[src/rtl/i2a_pkg.sv]
// Package for the integer-to-ASCII block: payload structs, mode codes, ASCII
// constants and the digit-to-character function.
// No dependencies.
package i2a_pkg;

    // Mode codes
    localparam logic [1:0] MODE_UDEC = 2'd0;
    localparam logic [1:0] MODE_SDEC = 2'd1;
    localparam logic [1:0] MODE_OCT  = 2'd2;
    localparam logic [1:0] MODE_HEX  = 2'd3;

    // Digit counts loaded per radix
    localparam logic [3:0] NDIG_DEC = 4'd10;
    localparam logic [3:0] NDIG_OCT = 4'd11;
    localparam logic [3:0] NDIG_HEX = 4'd8;

    // ASCII codes
    localparam logic [7:0] ASCII_ZERO  = 8'h30;
    localparam logic [7:0] ASCII_UPA   = 8'h41;
    localparam logic [7:0] ASCII_SPACE = 8'h20;
    localparam logic [7:0] ASCII_MINUS = 8'h2D;
    localparam logic [7:0] ASCII_LO_O  = 8'h6F;
    localparam logic [7:0] ASCII_LO_X  = 8'h78;

    typedef struct packed {
        logic [31:0] value;
        logic [1:0]  mode;
    } t_in_item;

    typedef struct packed {
        logic [7:0] char_code;
        logic       last;
    } t_out_item;

    // Control from the sequencer to the digit unit
    typedef struct packed {
        logic       load;
        logic [1:0] mode;
        logic       shift;
    } t_dig_ctrl;

    // Status from the digit unit
    typedef struct packed {
        logic       busy;
        logic [3:0] top_digit;
        logic       single;
    } t_dig_stat;

    // One digit 0..15 to uppercase ASCII
    function automatic logic [7:0] digit_char(input logic [3:0] d);
        logic [7:0] c;
        if (d < 4'd10) begin
            c = ASCII_ZERO + {4'd0, d};
        end else begin
            c = ASCII_UPA + {4'd0, d - 4'd10};
        end
        return c;
    endfunction

endpackage

[src/rtl/integer_to_ascii_radix.sv]
// Integer to ASCII text in unsigned/signed decimal, octal or hex.
// Decimal: bit-serial conversion, leading-zero skip and a handoff state come between the
// input transfer and the first character; octal/hex have only the skip and the handoff.
// Then one character per cycle while the receiver is ready, up to 13. One value at a time:
// a new value is taken only once the last character of the previous one has been sent.
// Synchronous active-low reset returns to idle.
module integer_to_ascii_radix (
    input  logic               i_clk,
    input  logic               i_rst_n,
    input  logic               i_valid,
    output logic               o_ready,
    input  i2a_pkg::t_in_item  i_data,
    output logic               o_valid,
    input  logic               i_ready,
    output i2a_pkg::t_out_item o_data
);

    localparam logic [2:0] T_IDLE = 3'd0;
    localparam logic [2:0] T_WAIT = 3'd1;
    localparam logic [2:0] T_PRE  = 3'd2;
    localparam logic [2:0] T_DIG  = 3'd3;
    localparam logic [2:0] T_SUF  = 3'd4;

    logic [2:0] r_state, n_state;
    logic [1:0] r_mode, n_mode;
    logic [1:0] r_pre, n_pre;

    logic               in_xfer;
    logic               out_xfer;
    logic               neg;
    logic [31:0]        mag;
    i2a_pkg::t_dig_ctrl dig_ctrl;
    i2a_pkg::t_dig_stat dig_stat;

    assign in_xfer  = i_valid && o_ready;
    assign out_xfer = o_valid && i_ready;

    // Signed magnitude
    assign neg = (i_data.mode == i2a_pkg::MODE_SDEC) && i_data.value[31];
    assign mag = neg ? (32'd0 - i_data.value) : i_data.value;

    assign dig_ctrl.load  = in_xfer;
    assign dig_ctrl.mode  = i_data.mode;
    assign dig_ctrl.shift = (r_state == T_DIG) && out_xfer && !dig_stat.single;

    i2a_digits u_digits (
        .i_clk   (i_clk),
        .i_rst_n (i_rst_n),
        .i_ctrl  (dig_ctrl),
        .i_mag   (mag),
        .o_stat  (dig_stat)
    );

    // Sequencer
    always_comb begin
        n_state = r_state;
        n_mode  = r_mode;
        n_pre   = r_pre;
        case (r_state)
            T_IDLE: begin
                if (in_xfer) begin
                    n_mode  = i_data.mode;
                    n_state = T_WAIT;
                    if ((i_data.mode == i2a_pkg::MODE_OCT) ||
                        (i_data.mode == i2a_pkg::MODE_HEX)) begin
                        n_pre = 2'd2;
                    end else if (neg) begin
                        n_pre = 2'd1;
                    end else begin
                        n_pre = 2'd0;
                    end
                end
            end
            T_WAIT: begin
                if (!dig_stat.busy) begin
                    n_state = (r_pre != 2'd0) ? T_PRE : T_DIG;
                end
            end
            T_PRE: begin
                if (out_xfer) begin
                    n_pre = r_pre - 2'd1;
                    if (r_pre == 2'd1) begin
                        n_state = T_DIG;
                    end
                end
            end
            T_DIG: begin
                if (out_xfer && dig_stat.single) begin
                    n_state = (r_mode == i2a_pkg::MODE_UDEC) ? T_SUF : T_IDLE;
                end
            end
            T_SUF: begin
                if (out_xfer) begin
                    n_state = T_IDLE;
                end
            end
            default: begin
                n_state = T_IDLE;
            end
        endcase
    end

    always_ff @(posedge i_clk) begin
        if (!i_rst_n) begin
            r_state <= T_IDLE;
        end else begin
            r_state <= n_state;
        end
        r_mode <= n_mode;
        r_pre  <= n_pre;
    end

    // Character selection, driven from registers only
    always_comb begin
        o_data.char_code = i2a_pkg::ASCII_SPACE;
        o_data.last      = 1'b0;
        case (r_state)
            T_PRE: begin
                if (r_mode == i2a_pkg::MODE_SDEC) begin
                    o_data.char_code = i2a_pkg::ASCII_MINUS;
                end else if (r_pre == 2'd2) begin
                    o_data.char_code = i2a_pkg::ASCII_ZERO;
                end else if (r_mode == i2a_pkg::MODE_OCT) begin
                    o_data.char_code = i2a_pkg::ASCII_LO_O;
                end else begin
                    o_data.char_code = i2a_pkg::ASCII_LO_X;
                end
            end
            T_DIG: begin
                o_data.char_code = i2a_pkg::digit_char(dig_stat.top_digit);
                o_data.last      = dig_stat.single && (r_mode != i2a_pkg::MODE_UDEC);
            end
            T_SUF: begin
                o_data.last = 1'b1;
            end
            default: begin
                o_data.last = 1'b0;
            end
        endcase
    end

    assign o_ready = (r_state == T_IDLE);
    assign o_valid = (r_state == T_PRE) || (r_state == T_DIG) || (r_state == T_SUF);

endmodule

[src/rtl/i2a_digits.sv]
// Digit unit: bit-serial binary-to-BCD (shift and add three) for decimal,
// direct digit split for octal and hex, then leading-zero skip.
// Depends on i2a_pkg.
module i2a_digits (
    input  logic                i_clk,
    input  logic                i_rst_n,
    input  i2a_pkg::t_dig_ctrl  i_ctrl,
    input  logic [31:0]         i_mag,
    output i2a_pkg::t_dig_stat  o_stat
);

    localparam logic [1:0] D_READY = 2'd0;
    localparam logic [1:0] D_CONV  = 2'd1;
    localparam logic [1:0] D_SKIP  = 2'd2;

    logic [1:0]  r_phase, n_phase;
    logic [43:0] r_dig, n_dig;
    logic [31:0] r_bin, n_bin;
    logic [4:0]  r_cnt, n_cnt;
    logic [3:0]  r_ndig, n_ndig;

    logic [39:0] bcd_adj;
    logic [43:0] oct_dig;
    logic        top_zero;

    // Add three to every BCD digit of five or more before the shift
    always_comb begin
        for (int i = 0; i < 10; i++) begin
            if (r_dig[4*i+4 +: 4] >= 4'd5) begin
                bcd_adj[4*i +: 4] = r_dig[4*i+4 +: 4] + 4'd3;
            end else begin
                bcd_adj[4*i +: 4] = r_dig[4*i+4 +: 4];
            end
        end
    end

    // Octal digits: three bits each, top digit takes the last two bits
    always_comb begin
        for (int i = 0; i < 10; i++) begin
            oct_dig[4*i +: 4] = {1'b0, i_mag[3*i +: 3]};
        end
        oct_dig[43:40] = {2'b00, i_mag[31:30]};
    end

    assign top_zero = (r_dig[43:40] == 4'd0);

    // Next state
    always_comb begin
        n_phase = r_phase;
        n_dig   = r_dig;
        n_bin   = r_bin;
        n_cnt   = r_cnt;
        n_ndig  = r_ndig;
        if (i_ctrl.load) begin
            n_cnt = 5'd0;
            n_bin = i_mag;
            case (i_ctrl.mode)
                i2a_pkg::MODE_UDEC, i2a_pkg::MODE_SDEC: begin
                    n_dig   = '0;
                    n_ndig  = i2a_pkg::NDIG_DEC;
                    n_phase = D_CONV;
                end
                i2a_pkg::MODE_OCT: begin
                    n_dig   = oct_dig;
                    n_ndig  = i2a_pkg::NDIG_OCT;
                    n_phase = D_SKIP;
                end
                default: begin
                    n_dig   = {i_mag, 12'h000};
                    n_ndig  = i2a_pkg::NDIG_HEX;
                    n_phase = D_SKIP;
                end
            endcase
        end else begin
            case (r_phase)
                D_CONV: begin
                    // One binary bit enters the BCD digits per cycle
                    n_dig   = {bcd_adj[38:0], r_bin[31], 4'h0};
                    n_bin   = {r_bin[30:0], 1'b0};
                    n_cnt   = r_cnt + 5'd1;
                    if (r_cnt == 5'd31) begin
                        n_phase = D_SKIP;
                    end
                end
                D_SKIP: begin
                    // Drop one leading zero per cycle, keep at least one digit
                    if (top_zero && (r_ndig > 4'd1)) begin
                        n_dig  = {r_dig[39:0], 4'h0};
                        n_ndig = r_ndig - 4'd1;
                    end else begin
                        n_phase = D_READY;
                    end
                end
                D_READY: begin
                    if (i_ctrl.shift) begin
                        n_dig  = {r_dig[39:0], 4'h0};
                        n_ndig = r_ndig - 4'd1;
                    end
                end
                default: begin
                    n_phase = D_READY;
                end
            endcase
        end
    end

    always_ff @(posedge i_clk) begin
        if (!i_rst_n) begin
            r_phase <= D_READY;
        end else begin
            r_phase <= n_phase;
        end
        r_dig  <= n_dig;
        r_bin  <= n_bin;
        r_cnt  <= n_cnt;
        r_ndig <= n_ndig;
    end

    assign o_stat.busy      = (r_phase != D_READY);
    assign o_stat.top_digit = r_dig[43:40];
    assign o_stat.single    = (r_ndig == 4'd1);

endmodule

[config.mk]
export PLATFORM = sky130hd
export DESIGN_NAME = integer_to_ascii_radix
export DESIGN_NICKNAME = d
export VERILOG_FILES = /design/src/rtl/i2a_pkg.sv /design/src/rtl/integer_to_ascii_radix.sv /design/src/rtl/i2a_digits.sv
export SDC_FILE = /design/constraint.sdc
export NUM_CORES = 1
export LEC_CHECK = 0
export ABC_AREA = 1
export ABC_CLOCK_PERIOD_IN_PS = 8100
export BUFFER_PORTS_ARGS = -buffer_cell sky130_fd_sc_hd__buf_2
export CAP_MARGIN = 25
export CELL_PAD_IN_SITES_DETAIL_PLACEMENT = 0
export CELL_PAD_IN_SITES_GLOBAL_PLACEMENT = 1
export CORE_UTILIZATION = 40
export DETAILED_ROUTE_END_ITERATION = 6
export PLACE_DENSITY = 0.83
export SYNTH_ARGS = -nofsm -noshare
export SYNTH_HDL_FRONTEND = slang
export SYNTH_SLANG_ARGS = --single-unit
[constraint.sdc]
create_clock -name i_clk -period 8.1 [get_ports i_clk]
set_clock_uncertainty 0.15 [all_clocks]
set_input_delay 0.405 -clock i_clk [delete_from_list [all_inputs] [get_ports i_clk]]
set_output_delay 0.405 -clock i_clk [all_outputs]
set_load 0.02 [all_outputs]
==> results.cfg <==
[outcome]
status = complete, no violations

[cts]
cts_tree = yes
htree_levels = 3
cts_root_buffer = clkbuf_16
clkSinkCount = 93
cts.clk_slew.worst_paths_ns = 0.07
clkLatencyLatePin_ns = 0.35
post_cts_buffers = 0
clockBufferDepth = 2
post_cts_resized = 0
cts_hold_buf = 0
cts_buffers = 9

[worst_hold_path]
hold_path.startpoint = i_rst_n
hold_class = input port to register
hold_depth = 3
hold_path_end = r_state[2]

[yosys]
ys_ff_latch = 93
yosys.area.top_type = edfxtp_1
synth_edf_count = 83
synth_nets = 997
synth_simple_gate_area_share_pct = 29.57
synthAdderAreaFrac_pct = 5.423
synth_mux_area_share_pct = 0
synth.yosys.seq_area_share_pct = 38.90
ys_async_sr_fraction_pct = 0
synthTopCellsByCount = 265 x nand2_1, 114 x inv_1, 104 x nand3_1, 83 x edfxtp_1, 74 x nor2_1
synth-xor-area-share_pct = 3.543
yosys_warnings = 0
synth_top_cell_area_share_pct = 36.01
synth_area_leaders = edfxtp_1 36%, nand2_1 14%, nand3_1 7.5%
syn_avg_cell_area_um2 = 7.451
synth_top_family_by_area = simple AND/OR/NAND/NOR gates
syn-instance-count = 929
netlist_area_um2 = 6922
synth.distinct_cells = 46
synth_compound_area_share_pct = 13.25
ys_dominant_reg_cell = edfxtp_1
synth_most_common_cell = nand2_1

[die]
die_area_um2 = 17830
initial_core_util_pct = 41.30
die_y_um = 133.5
core-area_um2 = 16760
row_count = 47
boundaryPins = 49
die_w_um = 133.5

[global_routing]
antenna_found_initial = 0
grt_pass1_wl_um = 30000
overflow = 0
grt_max_degree = 73
grt.total_usage_pct = 21.42
grt_pass1_vias = 5865

[timing]
fin_crit_ns = 3.398
drv_slew = 0
fmax_mhz = 294.3
hold_viol_final = 0
rsz0062_at_grt = false
max_slew_margin_pct = 32.39
tns_ns = 0
finalCritPeriodShare_pct = 41.95
setup-violations-final = 0
worst_pin_slew_ns = 1.013

[run]
drv_cap = 0

[setup_path]
required_ns = 7.94
crit_slowest_cell = nand2_2
rr_endpoint = u_digits.r_dig[35]
r2r-start = r_state[0]
crit_type = register to register
worst-path-buf-inv = 2
worstPathCellList = nor3_4 -> nand2_8 -> nand2_2 -> inv_1 -> nand3_1 -> o21ai_1 -> a21oi_4 -> buf_4
path_delay_family = simple AND/OR/NAND/NOR gates
rrSetupSlack_ns = 4.70
cp_data_arrival_time_ns = 3.24
startpoint_type = register
cp_max_fo = 72
max_stage_delay_ns = 0.54
worst-r2r-cell-count = 8
end_kind = register

[routing]
dr.first_iter.drc_count = 415
wirelength_um = 18420
drc = 0
vias = 6241
routed_via_density = 5.276
postRouteAntennaNets = 0
drt_pass1_iterations = 5
routedWlPerCell_um = 15.57

[power_and_ir_drop]
swShare_pct = 44.07
p_int_mw = 1.521
p_leak_nw = 3.383
p_total_mw = 2.719
seqPwrFrac_pct = 38.3
p_clk_share_pct = 15.4
pwr-share-comb_pct = 46.3
power_per_cell_area_nw_per_um2 = 359.0
irDropWorstVdd_v = 0.0002253
p_switching_mw = 1.198

[placed_design]
place_hpwl_um = 13080
gp_congestion = 0.8255
dpl-instance-area_um2 = 7261
io_buffer_count = 47

[layout]
synthToLayoutAreaGrowth_pct = 9.436
fin_nets = 1026
finalInstanceArea_um2 = 7575
drive_above_1_share_pct = 9.138
n_antenna_cell = 0
[worst max path at each step]
stage / endpoint / cells after the start / slack [ns] / startpoint
floorplan: u_digits.r_dig[0] / 6 / 4.10 / r_state[0]
global placement: u_digits.r_dig[29] / 7 / 4.28 / u_digits.r_phase[0]
detailed placement: u_digits.r_dig[28] / 7 / 4.16 / u_digits.r_phase[0]
CTS: u_digits.r_dig[25] / 7 / 4.14 / u_digits.r_phase[0]
global route: u_digits.r_dig[35] / 8 / 4.41 / r_state[0]
finish: u_digits.r_dig[35] / 8 / 4.70 / r_state[0]
[power groups by stage]
| stage | Combinational [mW] | Sequential [mW] | Clock [mW] |
|---|---|---|---|
| 3_3_place_gp | 1.23 | 1.05 | 0 |
| 5_1_grt | 1.44 | 1.07 | 0.442 |
| 3_5_place_dp | 1.24 | 1.06 | 0 |
| 2_1_floorplan | 0.980 | 1.02 | 0 |
| 6_report | 1.26 | 1.04 | 0.418 |
| 4_1_cts | 1.25 | 1.05 | 0.426 |
[registers in the layout, indices dropped and copies added (netlist names)]
| name | cells |
|---|---|
| u_digits.r_dig | 43 |
| u_digits.r_ndig | 4 |
| u_digits.r_bin | 32 |
| r_mode | 2 |
| r_state | 3 |
| r_pre | 2 |
| u_digits.r_cnt | 5 |
| u_digits.r_phase | 2 |
[metrics by stage]
step                cells  setup WS [ns]  util (%)  hold WS, ns
floorplan             929          4.097         -       0.3023
global placement     1166          4.281     43.32       0.3159
detailed placement   1166          4.165     43.32       0.3237
CTS                  1182          4.136     45.03       0.1382
global route         1183          4.411     45.20       0.1495
finish               1183          4.702     45.20       0.1447
[placed cells by master, fill, tap and decap left out, types with 4 or more instances in the layout]
cell type  count
nand2_1      265
inv_1        114
nand3_1      104
edfxtp_1      83
nor2_1        74
o21ai_0       62
buf_2         47
ha_1          30
o211ai_1      28
xor2_1        23
a21oi_1       23
o21ai_1       14
dfxtp_1       10
clkbuf_16      9
nor3_1         8
nand4_1        6
xnor2_1        5
o221ai_1       5
nand2_2        4
a22oi_1        4
[tightest hold or removal path, stage by stage]
cell and delay (ns):
buf_2 0.10, nand2_1 0.06, nor2_1 0.04
[area by class of cell]
class | count | area (um^2)
fill | 1747 | 9185
multi-input combinational | 686 | 3600
sequential | 93 | 2693
inverter | 118 | 442.9
timing repair buffer | 50 | 277.8
tap | 220 | 275.3
clock buffer | 10 | 239.0
clock inverter | 6 | 47.55
[kinds of logic after synthesis]
| logic type | after synthesis |
|---|---|
| and+or+nand+nor | 475 |
| AOI/OAI and AO/OA | 152 |
| buffers and inverters | 150 |
| DFF | 93 |
| adders and majority gates | 30 |
| xor gates and xnor gates | 28 |
| other | 1 |
[routing by layer]
layer	vias to the layer above	share of wire, %	wire length (um)	GRT usage (%)
met5	-	0	0	0
met4	0	1.2	216	5.556
met3	17	5.3	971	3.006
met2	172	45	8286	35.13
met1	2897	49	8948	29.56
li1	3155	-	-	-
Power figures use the tool's default switching activity.
